$ cat config.mk
export PLATFORM = sky130hd
export DESIGN_NAME = priority_interrupt_controller_flat
export DESIGN_NICKNAME = d
export VERILOG_FILES = /design/src/hw/rtl/pic_pkg.sv /design/src/hw/rtl/pic_req_if.sv /design/src/hw/rtl/pic_rsp_if.sv /design/src/hw/rtl/pic_core.sv /design/src/hw/rtl/pic_out_buf.sv /design/src/hw/rtl/priority_interrupt_controller.sv /design/src/flat_wrapper.sv
export SDC_FILE = /design/constraint.sdc
export NUM_CORES = 1
export LEC_CHECK = 0
export ABC_CLOCK_PERIOD_IN_PS = 12150
export BUFFER_PORTS_ARGS = -buffer_cell sky130_fd_sc_hd__buf_2
export CAP_MARGIN = 20
export CORE_UTILIZATION = 60
export CTS_CLUSTER_DIAMETER = 30
export DETAILED_ROUTE_END_ITERATION = 10
export PLACE_DENSITY = 0.86
export SLEW_MARGIN = 20
export SYNTH_ARGS = -nofsm -noshare
export SYNTH_HDL_FRONTEND = slang
export SYNTH_SLANG_ARGS = --single-unit
$ cat constraint.sdc
create_clock -name clock -period 12.15 [get_ports clock]
set_clock_uncertainty 0.05 [all_clocks]
set_input_delay 1.215 -clock clock [delete_from_list [all_inputs] [get_ports clock]]
set_output_delay 1.215 -clock clock [all_outputs]
set_load 0.03 [all_outputs]
$ cat src/hw/rtl/pic_pkg.sv
`timescale 1ns / 1ps
// shared types and codes of the priority interrupt controller
// no dependencies; used by the channel interfaces and every module

package pic_pkg;

   localparam int unsigned LEVELS = 8;

   // transaction modes
   typedef enum logic [2:0] {
      MODE_TICK       = 3'd0,
      MODE_RAISE      = 3'd1,
      MODE_FINISH     = 3'd2,
      MODE_WRITE_CMD  = 3'd3,
      MODE_WRITE_DATA = 3'd4,
      MODE_WRITE_MASK = 3'd5
   } mode_type;

   // pending command codes
   typedef enum logic [2:0] {
      CMD_IDLE       = 3'd0,
      CMD_READ_REQ   = 3'd1,
      CMD_READ_SRV   = 3'd2,
      CMD_READ_MASK  = 3'd3,
      CMD_WRITE_MASK = 3'd4
   } cmd_type;

   typedef struct packed {
      logic [2:0]  mode;
      logic [2:0]  irq_line;
      logic [15:0] bus_value;
      logic        cpu_busy_flag;
      logic [2:0]  cpu_level;
   } pic_req_type;

   typedef struct packed {
      logic        fire;
      logic [7:0]  vector;
      logic [2:0]  level;
      logic [15:0] data_word;
      logic [7:0]  request_bits;
      logic [7:0]  service_bits;
      logic [7:0]  mask_bits;
   } pic_rsp_type;

endpackage

$ cat src/hw/rtl/pic_req_if.sv
`timescale 1ns / 1ps
// request channel: valid/ready handshake carrying one controller transaction
// depends on pic_pkg for the payload type

interface pic_req_if import pic_pkg::*; ();
   logic        valid;
   logic        ready;
   pic_req_type payload;

   modport source (output valid, output payload, input ready);
   modport sink   (input valid, input payload, output ready);
endinterface

$ cat src/hw/rtl/pic_rsp_if.sv
`timescale 1ns / 1ps
// response channel: valid/ready handshake carrying one register report
// depends on pic_pkg for the payload type

interface pic_rsp_if import pic_pkg::*; ();
   logic        valid;
   logic        ready;
   pic_rsp_type payload;

   modport source (output valid, output payload, input ready);
   modport sink   (input valid, input payload, output ready);
endinterface

$ cat src/hw/rtl/pic_core.sv
`timescale 1ns / 1ps
// controller state and its registered update for one accepted transaction
// depends on pic_pkg; instantiated by priority_interrupt_controller

module pic_core import pic_pkg::*; (
   input  logic        clock,
   input  logic        reset,
   input  logic        item_valid,
   input  pic_req_type item,
   input  logic [7:0]  vector_base,
   output pic_rsp_type result
);

   logic [7:0]  request_ff, request_in;
   logic [7:0]  service_ff, service_in;
   logic [7:0]  mask_ff, mask_in;
   logic [15:0] data_ff, data_in;
   cmd_type     cmd_ff, cmd_in;

   logic [7:0]  eligible;
   logic [2:0]  top_level;
   logic        found;
   logic        fire;

   // requests above the cpu priority, highest one wins
   always_comb begin
      found     = 1'b0;
      top_level = 3'd0;
      for (int i = 0; i < LEVELS; i++) begin
         eligible[i] = request_ff[i] && (3'(i) > item.cpu_level);
         if (eligible[i]) begin
            found     = 1'b1;
            top_level = 3'(i);
         end
      end
   end

   // next state for the transaction
   always_comb begin
      request_in = request_ff;
      service_in = service_ff;
      mask_in    = mask_ff;
      data_in    = data_ff;
      cmd_in     = cmd_ff;
      fire       = 1'b0;
      case (mode_type'(item.mode))
         MODE_TICK: begin
            if (!item.cpu_busy_flag && found) begin
               fire       = 1'b1;
               request_in = request_ff & ~(8'b1 << top_level);
               service_in = service_ff | (8'b1 << top_level);
            end
            // pending command sees the register values after the fire
            case (cmd_ff)
               CMD_READ_REQ:   data_in = {8'b0, request_in};
               CMD_READ_SRV:   data_in = {8'b0, service_in};
               CMD_READ_MASK:  data_in = {8'b0, mask_ff};
               CMD_WRITE_MASK: mask_in = data_ff[7:0];
               default: begin
               end
            endcase
            cmd_in = CMD_IDLE;
         end
         MODE_RAISE: begin
            if (!service_ff[item.irq_line] && !mask_ff[item.irq_line]) begin
               request_in = request_ff | (8'b1 << item.irq_line);
            end
         end
         MODE_FINISH: begin
            service_in = service_ff & ~(8'b1 << item.irq_line);
         end
         MODE_WRITE_CMD: begin
            if (item.bus_value <= 16'(CMD_WRITE_MASK)) begin
               cmd_in = cmd_type'(item.bus_value[2:0]);
            end else begin
               cmd_in = CMD_IDLE;
            end
         end
         MODE_WRITE_DATA: begin
            data_in = item.bus_value;
         end
         MODE_WRITE_MASK: begin
            mask_in = item.bus_value[7:0];
         end
         default: begin
         end
      endcase
   end

   // report of the registers after the transaction
   always_comb begin
      result.fire         = fire;
      result.vector       = fire ? (vector_base | {5'b0, top_level}) : 8'd0;
      result.level        = fire ? top_level : 3'd0;
      result.data_word    = data_in;
      result.request_bits = request_in;
      result.service_bits = service_in;
      result.mask_bits    = mask_in;
   end

   // state registers
   always_ff @(posedge clock) begin
      if (reset) begin
         request_ff <= 8'd0;
         service_ff <= 8'd0;
         mask_ff    <= 8'd0;
         data_ff    <= 16'd0;
         cmd_ff     <= CMD_IDLE;
      end else if (item_valid) begin
         request_ff <= request_in;
         service_ff <= service_in;
         mask_ff    <= mask_in;
         data_ff    <= data_in;
         cmd_ff     <= cmd_in;
      end
   end

   // a fired level is in service afterwards and no longer requested
   a_fire_moves_level: assert property (@(posedge clock) disable iff (reset)
      (item_valid && fire) |=>
         (service_ff[$past(top_level)] && !request_ff[$past(top_level)]))
      else $error("fired level not moved to in-service");

   // only an unblocked tick fires
   a_fire_on_tick: assert property (@(posedge clock) disable iff (reset)
      fire |-> (item.mode == MODE_TICK && !item.cpu_busy_flag))
      else $error("fire outside an unblocked tick");

   // a tick always consumes the pending command
   a_tick_clears_cmd: assert property (@(posedge clock) disable iff (reset)
      (item_valid && item.mode == MODE_TICK) |=> (cmd_ff == CMD_IDLE))
      else $error("pending command survived a tick");

   // state holds when no transaction is taken
   a_state_holds: assert property (@(posedge clock) disable iff (reset)
      !item_valid |=> ($stable(request_ff) && $stable(service_ff) &&
                       $stable(mask_ff) && $stable(data_ff)))
      else $error("state changed without a transaction");

endmodule

$ cat src/hw/rtl/pic_out_buf.sv
`timescale 1ns / 1ps
// two-entry output buffer: result register plus skid register
// depends on pic_pkg; instantiated by priority_interrupt_controller

module pic_out_buf import pic_pkg::*; (
   input  logic        clock,
   input  logic        reset,
   input  logic        push,
   input  pic_rsp_type push_data,
   output logic        space,
   output logic        out_valid,
   input  logic        out_ready,
   output pic_rsp_type out_data
);

   logic        out_valid_ff, out_valid_in;
   logic        skid_valid_ff, skid_valid_in;
   pic_rsp_type out_data_ff, out_data_in;
   pic_rsp_type skid_data_ff, skid_data_in;

   // room for a new transaction whenever the skid slot is free
   assign space     = !skid_valid_ff;
   assign out_valid = out_valid_ff;
   assign out_data  = out_data_ff;

   // refill the result register from skid first, then from the core
   always_comb begin
      out_valid_in  = out_valid_ff;
      skid_valid_in = skid_valid_ff;
      out_data_in   = out_data_ff;
      skid_data_in  = skid_data_ff;
      if (!out_valid_ff || out_ready) begin
         out_valid_in  = skid_valid_ff || push;
         out_data_in   = skid_valid_ff ? skid_data_ff : push_data;
         skid_valid_in = 1'b0;
      end else if (push) begin
         skid_valid_in = 1'b1;
         skid_data_in  = push_data;
      end
   end

   // control flops
   always_ff @(posedge clock) begin
      if (reset) begin
         out_valid_ff  <= 1'b0;
         skid_valid_ff <= 1'b0;
      end else begin
         out_valid_ff  <= out_valid_in;
         skid_valid_ff <= skid_valid_in;
      end
   end

   // payload flops
   always_ff @(posedge clock) begin
      out_data_ff  <= out_data_in;
      skid_data_ff <= skid_data_in;
   end

   // skid entry only exists behind a waiting result
   a_skid_behind_out: assert property (@(posedge clock) disable iff (reset)
      skid_valid_ff |-> out_valid_ff)
      else $error("skid entry without a result waiting");

   // a push is never offered while the skid slot is full
   a_no_overflow: assert property (@(posedge clock) disable iff (reset)
      push |-> !skid_valid_ff)
      else $error("push into a full output buffer");

   // a stalled skid entry moves to the result register once it drains
   a_skid_drains: assert property (@(posedge clock) disable iff (reset)
      (skid_valid_ff && out_ready) |=> (out_valid_ff && !skid_valid_ff))
      else $error("skid entry not forwarded");

endmodule

$ cat src/hw/rtl/priority_interrupt_controller.sv
`timescale 1ns / 1ps
// top level of the eight-level priority interrupt controller
// depends on pic_pkg, pic_req_if, pic_rsp_if, pic_core and pic_out_buf

// The controller takes one transaction per clock while the output buffer has
// room and answers each with one response. Every transaction (tick, raise,
// finish, command, data or mask write) is applied to the request, in-service,
// mask, command and data registers in the cycle it is accepted, so the
// throughput is set by that register update: one transaction per clock while
// the buffer has room. Responses leave through a two-entry buffer, so one
// response may wait on a stalled sink while the next transaction is still
// taken; req ready drops only when both entries are full. The vector base is
// written through csr_wr_en/csr_wr_data and should only change while idle.

module priority_interrupt_controller import pic_pkg::*; (
   input  logic             clock,
   input  logic             reset,
   input  logic             csr_wr_en,
   input  logic [7:0]       csr_wr_data,
   pic_req_if.sink          req_chan,
   pic_rsp_if.source        rsp_chan
);

   logic        vector_base_ff;
   logic [7:0]  vector_base_q_ff;
   logic        accept;
   logic        space;
   pic_rsp_type core_result;

   // vector base register
   always_ff @(posedge clock) begin
      if (reset) begin
         vector_base_q_ff <= 8'd0;
      end else if (csr_wr_en) begin
         vector_base_q_ff <= csr_wr_data;
      end
   end

   // tracks that the base has been written at least once since reset
   always_ff @(posedge clock) begin
      if (reset) begin
         vector_base_ff <= 1'b0;
      end else if (csr_wr_en) begin
         vector_base_ff <= 1'b1;
      end
   end

   // transaction accepted whenever the output buffer has room
   assign req_chan.ready = space;
   assign accept         = req_chan.valid && space;

   pic_core u_core (
      .clock       (clock),
      .reset       (reset),
      .item_valid  (accept),
      .item        (req_chan.payload),
      .vector_base (vector_base_q_ff),
      .result      (core_result)
   );

   pic_out_buf u_out_buf (
      .clock     (clock),
      .reset     (reset),
      .push      (accept),
      .push_data (core_result),
      .space     (space),
      .out_valid (rsp_chan.valid),
      .out_ready (rsp_chan.ready),
      .out_data  (rsp_chan.payload)
   );

   // a base left unwritten since reset is still zero
   a_base_reset: assert property (@(posedge clock) disable iff (reset)
      !vector_base_ff |-> (vector_base_q_ff == 8'd0))
      else $error("vector base changed without a write");

   // a fired vector always carries the programmed base bits
   a_vector_base: assert property (@(posedge clock) disable iff (reset)
      core_result.fire |->
         ((core_result.vector & vector_base_q_ff) == vector_base_q_ff))
      else $error("fired vector lost base bits");

   // response valid is up in the cycle after an accepted transaction
   a_resp_follows: assert property (@(posedge clock) disable iff (reset)
      accept |=> rsp_chan.valid)
      else $error("accepted transaction produced no response");

endmodule
$ cat src/flat_wrapper.sv
// flat-port wrapper written by rule: the top's interface ports become plain ports
module priority_interrupt_controller_flat import pic_pkg::*;
  (clock, reset, csr_wr_en, csr_wr_data, req_chan_valid, req_chan_payload, req_chan_ready, rsp_chan_valid, rsp_chan_payload, rsp_chan_ready);
  pic_req_if req_chan_i ();
  pic_rsp_if rsp_chan_i ();
  input  logic clock;
  input  logic reset;
  input  logic csr_wr_en;
  input  logic [7:0] csr_wr_data;
  input wire logic [$bits(req_chan_i.valid)-1:0] req_chan_valid;
  input wire logic [$bits(req_chan_i.payload)-1:0] req_chan_payload;
  output wire logic [$bits(req_chan_i.ready)-1:0] req_chan_ready;
  output wire logic [$bits(rsp_chan_i.valid)-1:0] rsp_chan_valid;
  output wire logic [$bits(rsp_chan_i.payload)-1:0] rsp_chan_payload;
  input wire logic [$bits(rsp_chan_i.ready)-1:0] rsp_chan_ready;
  assign req_chan_i.valid = req_chan_valid;
  assign req_chan_i.payload = req_chan_payload;
  assign req_chan_ready = req_chan_i.ready;
  assign rsp_chan_valid = rsp_chan_i.valid;
  assign rsp_chan_payload = rsp_chan_i.payload;
  assign rsp_chan_i.ready = rsp_chan_ready;
  priority_interrupt_controller u_core (.clock(clock), .reset(reset), .csr_wr_en(csr_wr_en), .csr_wr_data(csr_wr_data), .req_chan(req_chan_i), .rsp_chan(rsp_chan_i));
endmodule
==> results of run 1 <==
Yosys cell counts (all sizes together), types with 5 or more instances:
cell type  instances  area [µm²]
a211oi             6       50.05
a21o              10       80.07
a21oi             29       145.1
a22o              18       162.7
and2              10       62.56
buf                8       48.79
clkbuf            33       123.9
dfxtp             53        1061
edfxtp           104        3123
inv               16       60.05
mux2              41       476.7
mux2i             12       120.1
nand2             56       210.2
nand2b            11       68.82
nand3              8       40.04
nand3b             5       37.54
nor2              71       276.5
nor2b              9       56.30
nor3              19       95.09
o21a               9       67.56
o21ai             31       155.1
o22ai              6       37.54
o31ai              8       60.06
or3                7       48.80
final timing paths:
| check | from | end |
|---|---|---|
| max reg2reg | u_core.u_out_buf.skid_valid_ff$_SDFFE_PP0P_ | u_core.u_out_buf.skid_data_ff[8]$_DFFE_PP_ |
| min reg2reg | u_core.u_core.data_ff[8]$_SDFFE_PP0P_ | u_core.u_core.data_ff[8]$_SDFFE_PP0P_ |
| min | u_core.u_core.data_ff[8]$_SDFFE_PP0P_ | u_core.u_core.data_ff[8]$_SDFFE_PP0P_ |
| max | u_core.u_out_buf.skid_valid_ff$_SDFFE_PP0P_ | req_chan_ready |
flip-flops by register name, indices dropped and copies added, names as in the netlist:
signal                          flops
u_core.u_core.cmd_ff                3
u_core.u_core.data_ff              16
u_core.u_core.mask_ff               8
u_core.u_core.request_ff            8
u_core.u_core.service_ff            8
u_core.u_out_buf.out_data          52
u_core.u_out_buf.out_valid          1
u_core.u_out_buf.skid_data_ff      52
u_core.u_out_buf.skid_valid_ff      1
u_core.vector_base_q_ff             8
logic make-up after synthesis:
kind of cell | Yosys count | share of synthesized area
buffers and inverters | 57 | 0.03218
muxes | 54 | 0.08564
and+or+nand+nor | 214 | 0.1439
DFF | 157 | 0.5785
AOI/OAI and AO/OA | 163 | 0.1597
layout make-up:
cell class              instances  share of cell area
clock buffers                  26             0.06087
well taps                     143             0.02139
flip-flops and latches        157              0.5001
multi-input cells             431              0.3380
repair buffers                 97             0.05953
inverters                      16            0.007179
clock inverters                 6             0.01286
power by group through the flow:
stage,sequential (mW),combinational [mW],clock (mW)
final,0.607,0.122,0.550
after global placement,0.617,0.117,0
after detailed placement,0.617,0.120,0
after floorplan,0.645,0.0531,0
after global routing,0.609,0.129,0.576
after CTS,0.607,0.121,0.556
worst max-delay path, cell delays in order, from the launching register on:
cell     delay, ns
dfxtp_1       0.55
inv_2         0.12
buf_4         0.49
buf_2         0.31
routing by layer:
layer	share of wire	GRT usage	wire (µm)
met1	0.39	0.3886	7216
met2	0.49	0.5006	9012
met3	0.089	0.07676	1643
met4	0.032	0.1378	588
met5	0	0	0
==> flow_summary.ini, run 1 <==
[drt]
num_vias = 5603
initialDrtViolationCount = 693
via_per_inst = 6.396
drt_wl_total_mm = 18.46
drc = 9
wl_per_cell_um = 21.07
ant_nets = 0
first_pass_iters = 9

[timing]
max-slew-margin-rel = 0.2738
report.final.slew_viol_count = 0
rsz0062_at_grt = no
finalSetupViolCount = 0
tightest_slew_ns = 1.089
whs_ns = 0.4118
max_freq_ghz = 0.3114
fin_ws_ns = 8.939
fin_crit_ns = 3.211
setup_tns_ns = 0
hold_viol_final = 0
fin_crit_sh = 0.2643

[placed_design]
post_dp_cell_area_um2 = 7749
gp_congestion = 0.9661
dpl.hpwl_mm = 12.26
port_buffers = 92
place_ws_ns = 8.705
placed_cells = 844

[job]
maxCapViolations = 0

[worst_setup_path]
rrSetupSlack_ns = 9.12
rr_worst_depth = 5
start_kind = register
path_class = reg -> out
crit_fanout = 43
crit_arrival_ns = 1.95
setup.worst_path.end_class = output pin
cp.required_ns = 10.89

[power_and_ir_drop]
design_power_total_mw = 1.279
power_leakage_nw = 3.383
power.density_nw_per_um2 = 152.9
seq_power_share = 0.474
pwr-share-clk = 0.430
pwr-share-comb = 0.096
p_int_mw = 0.9831
vdd_ir_drop_max_mv = 0.09652
p_sw_mw = 0.2962
swShare = 0.2315

[die]
die_w_um = 111.8
start_util = 0.6253
dieArea_um2 = 12500
core-area_um2 = 11560
fp.dieH_um = 111.8
pin_count = 93
rows = 39

[global_routing]
grt_pass1_wl_mm = 29.03
antenna_found_initial = 0
grt_max_degree = 56
grt_pass1_vias = 5473
overflow = 0
grt_use_total = 0.3074

[layout]
instances_no_fill = 876
finalNetCount = 759
seqCellArea_um2 = 4184
drive_above_1_share = 0.2606
final_cell_mix = edfxtp_1 (104), buf_2 (92), nor2_1 (68)
final_design_area_no_fill_um2 = 8366
fin_util = 0.7234
multi_input_area_um2 = 2828
fillers = 807
area_delta_synth_final_pct = 15.67
antenna_cells = 0
layout_commonest_cell = edfxtp_1

[cts]
cts_buffer_depth = 2
ctsHtreeMaxLevel = 4
root_buffer = clkbuf_16
clk_latency_ns = 0.43
cts_made_buffers = 17
cts.sinks = 157
clk_pin_slew_ns = 0.06
cts_resized = 0
cts_tree = done
cts_setup_buffers = 0
hold_buffers = 0

[synth]
ys_types = 69
avgSynthCellArea_um2 = 11.21
ys.flop_type = edfxtp_1
yosysWarnings = 0
syn_inst = 645
synth_edf_count = 104
ys_ff_latch = 157
seq_area_frac_synth = 0.5785
synth_nets = 684
async_flop_share = 0
netlist_area_um2 = 7232

[worst_hold_path]
worstHoldPathCells = 2
hold_class = reg -> reg

[run_status]
violations = DRC
status = finished, violations left
Note: power is estimated with default switching activity, not from simulation.
==> run 2, diff against run 1 <==
Settings changed: ABC_CLOCK_PERIOD_IN_PS 12150 to 2900, CORE_UTILIZATION 60 to 52, PLACE_DENSITY 0.86 to 0.8.
Clock period 12.15 ns to 2.9 ns, I/O delays scaled along.
==> run 2 against run 1 <==
Effect of this change: the flow now finishes without violations; critical path depth rose by 3; die area is 15% higher; combinational power rose to 4.2 times the previous value; critical path type is now reg -> reg; largest power group unchanged.
==> flow_summary.ini, run 2 (synthesis results as in run 1) <==
[run_status]
status = completed

[power_and_ir_drop]
power.density_nw_per_um2 = 622.5
vdd_ir_drop_max_mv = 0.3403
power_leakage_nw = 3.413

[timing]
setup_tns_ns = 0
max_freq_ghz = 0.4018
rsz0062_at_grt = no
hold_viol_final = 0
tightest_slew_ns = 0.9187
report.final.slew_viol_count = 0
whs_ns = 0.04578
fin_crit_ns = 2.489
fin_ws_ns = 0.4113
max-slew-margin-rel = 0.3819
finalSetupViolCount = 0
fin_crit_sh = 0.8582

[drt]
wl_per_cell_um = 20.08
num_vias = 5543
first_pass_iters = 5
ant_nets = 0
drt_wl_total_mm = 18.46
initialDrtViolationCount = 539
via_per_inst = 6.032
drc = 0

[worst_setup_path]
cpPeakStageDelay_ns = 0.46
crit_family = compound AO/OA/AOI/OAI gates
path_class = reg -> reg
worst-path-buf-inv = 0
setup.worst_path.end_class = register
crit_fanout = 11
cp.required_ns = 3.03
crit_arrival_ns = 2.62
start_kind = register
path_cells = nor4b_1, o21ai_0, nand2_1, o311ai_0, o221ai_1, mux2_2
slowest_stage = dfxtp_1

[cts]
cts_made_buffers = 17
root_buffer = clkbuf_16
cts_resized = 0
ctsHtreeMaxLevel = 4
hold_buffers = 0
cts.sinks = 157
clk_pin_slew_ns = 0.06
cts_tree = done
cts_buffer_depth = 2
clk_latency_ns = 0.43
cts_setup_buffers = 0

[worst_hold_path]
hold_class = in -> reg

[placed_design]
place_ws_ns = 0.4187
gp_congestion = 0.9544
placed_cells = 887
dpl.hpwl_mm = 12.70
port_buffers = 92

[die]
die_w_um = 119.9
pin_count = 93
fp.dieH_um = 119.9
start_util = 0.5397
core-area_um2 = 13400
rows = 42
dieArea_um2 = 14380

[global_routing]
grt_pass1_wl_mm = 29.81
grt_max_degree = 55
grt_pass1_vias = 5544
grt_use_total = 0.2738
antenna_found_initial = 0
overflow = 0

[layout]
finalNetCount = 769
area_delta_synth_final_pct = 16.83
antenna_cells = 0
instances_no_fill = 919
fillers = 1109
drive_above_1_share = 0.2732
fin_util = 0.6305
layout_commonest_cell = edfxtp_1
final_cell_mix = edfxtp_1 (104), buf_2 (92), nor2_1 (68)

[job]
maxCapViolations = 0
[run 2: final timing paths]
path / from / endpoint / slack, ns / depth (start not counted)
worst max-delay path: u_core.u_core.request_ff[2]$_SDFFE_PP0P_ / u_core.u_out_buf.out_data[30]$_DFFE_PP_ / 0.41 / 6
worst min register to register: u_core.u_core.data_ff[11]$_SDFFE_PP0P_ / u_core.u_core.data_ff[11]$_SDFFE_PP0P_ / 0.42 / 2
worst min-delay path: csr_wr_data[2] / u_core.vector_base_q_ff[2]$_SDFFE_PP0P_ / 0.05 / 3
worst max register to register: u_core.u_core.request_ff[2]$_SDFFE_PP0P_ / u_core.u_out_buf.out_data[30]$_DFFE_PP_ / 0.41 / 6
[run 2: worst reg2reg max path, delay by kind of cell (launching register included)]
kind | cells | cell delay, ns
flops | 1 | 0.46
simple gates | 2 | 0.41
mux | 1 | 0.32
compound gates | 3 | 1.00
[run 2: area by class of cell]
| cell class | count | area, µm² | area share |
|---|---|---|---|
| clock buffers | 17 | 425.4 | 0.05035 |
| clock inverters | 15 | 158.9 | 0.01881 |
| inverters | 16 | 60.06 | 0.007108 |
| multi-input cells | 431 | 2828 | 0.3347 |
| flip-flops and latches | 157 | 4184 | 0.4952 |
| well taps | 176 | 220.2 | 0.02606 |
| repair buffers | 107 | 573.1 | 0.06782 |
[run 2: power by group]
group	leakage (nW)	switching (mW)	total, mW	internal [mW]
Clock	0.278	0.924	2.20	1.28
Combinational	1.63	0.349	0.515	0.167
Sequential	1.50	0.0512	2.54	2.49
Total	3.41	1.32	5.26	3.94
[run 2: per-stage QoR]
step	power (mW)	area, µm²
3_3_place_gp	3.085	7865
3_5_place_dp	3.098	7865
5_1_grt	5.426	8449
2_1_floorplan	2.923	7242
4_1_cts	5.289	8449
6_report	5.260	8449
[run 2: metal layers]
| layer | GRT usage | share of wire | routed length, µm |
|---|---|---|---|
| met1 | 0.3630 | 0.44 | 8089 |
| met2 | 0.4397 | 0.48 | 8924 |
| met3 | 0.04420 | 0.052 | 962 |
| met4 | 0.1273 | 0.026 | 482 |
| met5 | 0 | 0 | 0 |
==> run 3, diff against run 2 <==
Settings changed: HOLD_SLACK_MARGIN from default to 0.08.
==> run 3 against run 2 <==
Effect of this change: first-iteration DRC count is the same; register-to-register slack is essentially flat; non-clock buffer count grew 6; wire length grew 0.57%; global-route usage grew 0.21 points; sequential power is essentially flat; die area is the same; largest cell class unchanged.
==> flow_summary.ini, run 3 (synthesis results as in run 1) <==
[timing]
max_freq_ghz = 0.4001
setup_tns_ns = 0
fin_crit_sh = 0.8619
rsz0062_at_grt = no
tightest_slew_ns = 0.8718
report.final.slew_viol_count = 0
hold_viol_final = 0
max-slew-margin-rel = 0.4135
fin_crit_ns = 2.500
finalSetupViolCount = 0

[cts]
cts_made_buffers = 17
clk_latency_ns = 0.43
cts_setup_buffers = 0
root_buffer = clkbuf_16
clk_pin_slew_ns = 0.06
cts_tree = done
cts_buffer_depth = 2
cts_resized = 0
cts.sinks = 157
ctsHtreeMaxLevel = 4
hold_buffers = 6

[power_and_ir_drop]
vdd_ir_drop_max_mv = 0.3403
power.density_nw_per_um2 = 618.8
power_leakage_nw = 3.438

[global_routing]
grt.met1_usage = 0.3693
grt_pass1_wl_mm = 30.07
antenna_found_initial = 0
use_met3 = 0.04468
use_met2 = 0.4389
grt_most_used_layer = met2
grt_max_degree = 55
grt_use_total = 0.2760
overflow = 0
grt_pass1_vias = 5556

[die]
fp.dieH_um = 119.9
rows = 42
dieArea_um2 = 14380
core-area_um2 = 13400
pin_count = 93
die_w_um = 119.9
start_util = 0.5397

[layout]
final_design_area_no_fill_um2 = 8509
drive_above_1_share = 0.2710
area_delta_synth_final_pct = 17.66
final_cell_mix = edfxtp_1 (104), buf_2 (92), nor2_1 (68)
antenna_cells = 0
finalNetCount = 775
layout_commonest_cell = edfxtp_1

[worst_setup_path]
worstSetupEndpoint = u_core.u_out_buf.out_data[30]$_DFFE_PP_
cp-startpoint = u_core.u_core.request_ff[2]$_SDFFE_PP0P_
cpPeakStageDelay_ns = 0.45
path_cells = nor4b_1, o21ai_0, nand2_1, o311ai_0, o221ai_1, mux2_2
worstReg2RegStart = u_core.u_core.request_ff[2]$_SDFFE_PP0P_
path_class = reg -> reg
crit_arrival_ns = 2.63
crit_fanout = 11
rr_worst_depth = 6
rrSetupSlack_ns = 0.40
slowest_stage = dfxtp_1
setup.worst_path.end_class = register
cp.required_ns = 3.03
rr_endpoint = u_core.u_out_buf.out_data[30]$_DFFE_PP_
start_kind = register

[run_status]
status = completed

[drt]
ant_nets = 0
first_pass_iters = 6
via_per_inst = 6.025
drc = 0
initialDrtViolationCount = 539
num_vias = 5573
wl_per_cell_um = 20.07
drt_wl_total_mm = 18.56

[worst_hold_path]
worstHoldStart = csr_wr_data[4]
hold_class = in -> reg

[placed_design]
port_buffers = 92
gp_congestion = 0.9544
dpl.hpwl_mm = 12.70
post_dp_cell_area_um2 = 7865

[job]
maxCapViolations = 0
## run 3: changes by cell type in the layout (fill, tap and decap cells not counted), sizes merged
cell	previous run	this run
dlygate4sd3	0	6
## run 3: critical path, delay by kind of cell, from the launching register on
kind / cells / cell delay [ns]
flops: 1 / 0.45
compound gates: 3 / 1.01
simple gates: 2 / 0.41
mux: 1 / 0.32
## run 3: where the power goes
part | switching [mW] | internal (mW)
logic | 0.351 | 0.172
registers | 0.0516 | 2.49
clock network | 0.921 | 1.28
## run 3: cell type report
| cell class | instances | area, µm² |
|---|---|---|
| Fill cell | 1099 | 4891 |
| Timing Repair Buffer | 113 | 633.1 |
| Clock buffer | 17 | 425.4 |
| Multi-Input combinational cell | 431 | 2828 |
| Clock inverter | 15 | 158.9 |
| Inverter | 16 | 60.06 |
| Tap cell | 176 | 220.2 |
| Sequential cell | 157 | 4184 |
## run 3: worst min path at each step
| stage | to | slack (ns) | cells after the start |
|---|---|---|---|
| after global placement | u_core.u_core.data_ff[9]$_SDFFE_PP0P_ | 0.39 | 2 |
| after global routing | u_core.vector_base_q_ff[4]$_SDFFE_PP0P_ | 0.11 | 3 |
| after CTS | u_core.vector_base_q_ff[4]$_SDFFE_PP0P_ | 0.08 | 3 |
| after floorplan | u_core.u_core.data_ff[10]$_SDFFE_PP0P_ | 0.39 | 2 |
| after detailed placement | u_core.u_core.data_ff[13]$_SDFFE_PP0P_ | 0.40 | 2 |
| final | u_core.vector_base_q_ff[4]$_SDFFE_PP0P_ | 0.09 | 3 |
## run 3: routing by layer
metal,vias to the layer above,part of all wire
met5,-,0
met4,0,0.029
met3,42,0.053
met2,239,0.48
met1,2701,0.43
li1,2591,-
## run 3: per-stage QoR
step / instances / total power [mW] / hold WS [ns] / utilization / setup WS, ns
2_1_floorplan: 645 / 2.923 / 0.3866 / - / 0.2983
3_3_place_gp: 887 / 3.085 / 0.3924 / 0.5869 / 0.5309
3_5_place_dp: 887 / 3.098 / 0.4039 / 0.5869 / 0.4187
4_1_cts: 925 / 5.295 / 0.08219 / 0.6350 / 0.4293
5_1_grt: 925 / 5.434 / 0.1064 / 0.6350 / 0.1189
6_report: 925 / 5.265 / 0.09401 / 0.6350 / 0.4004
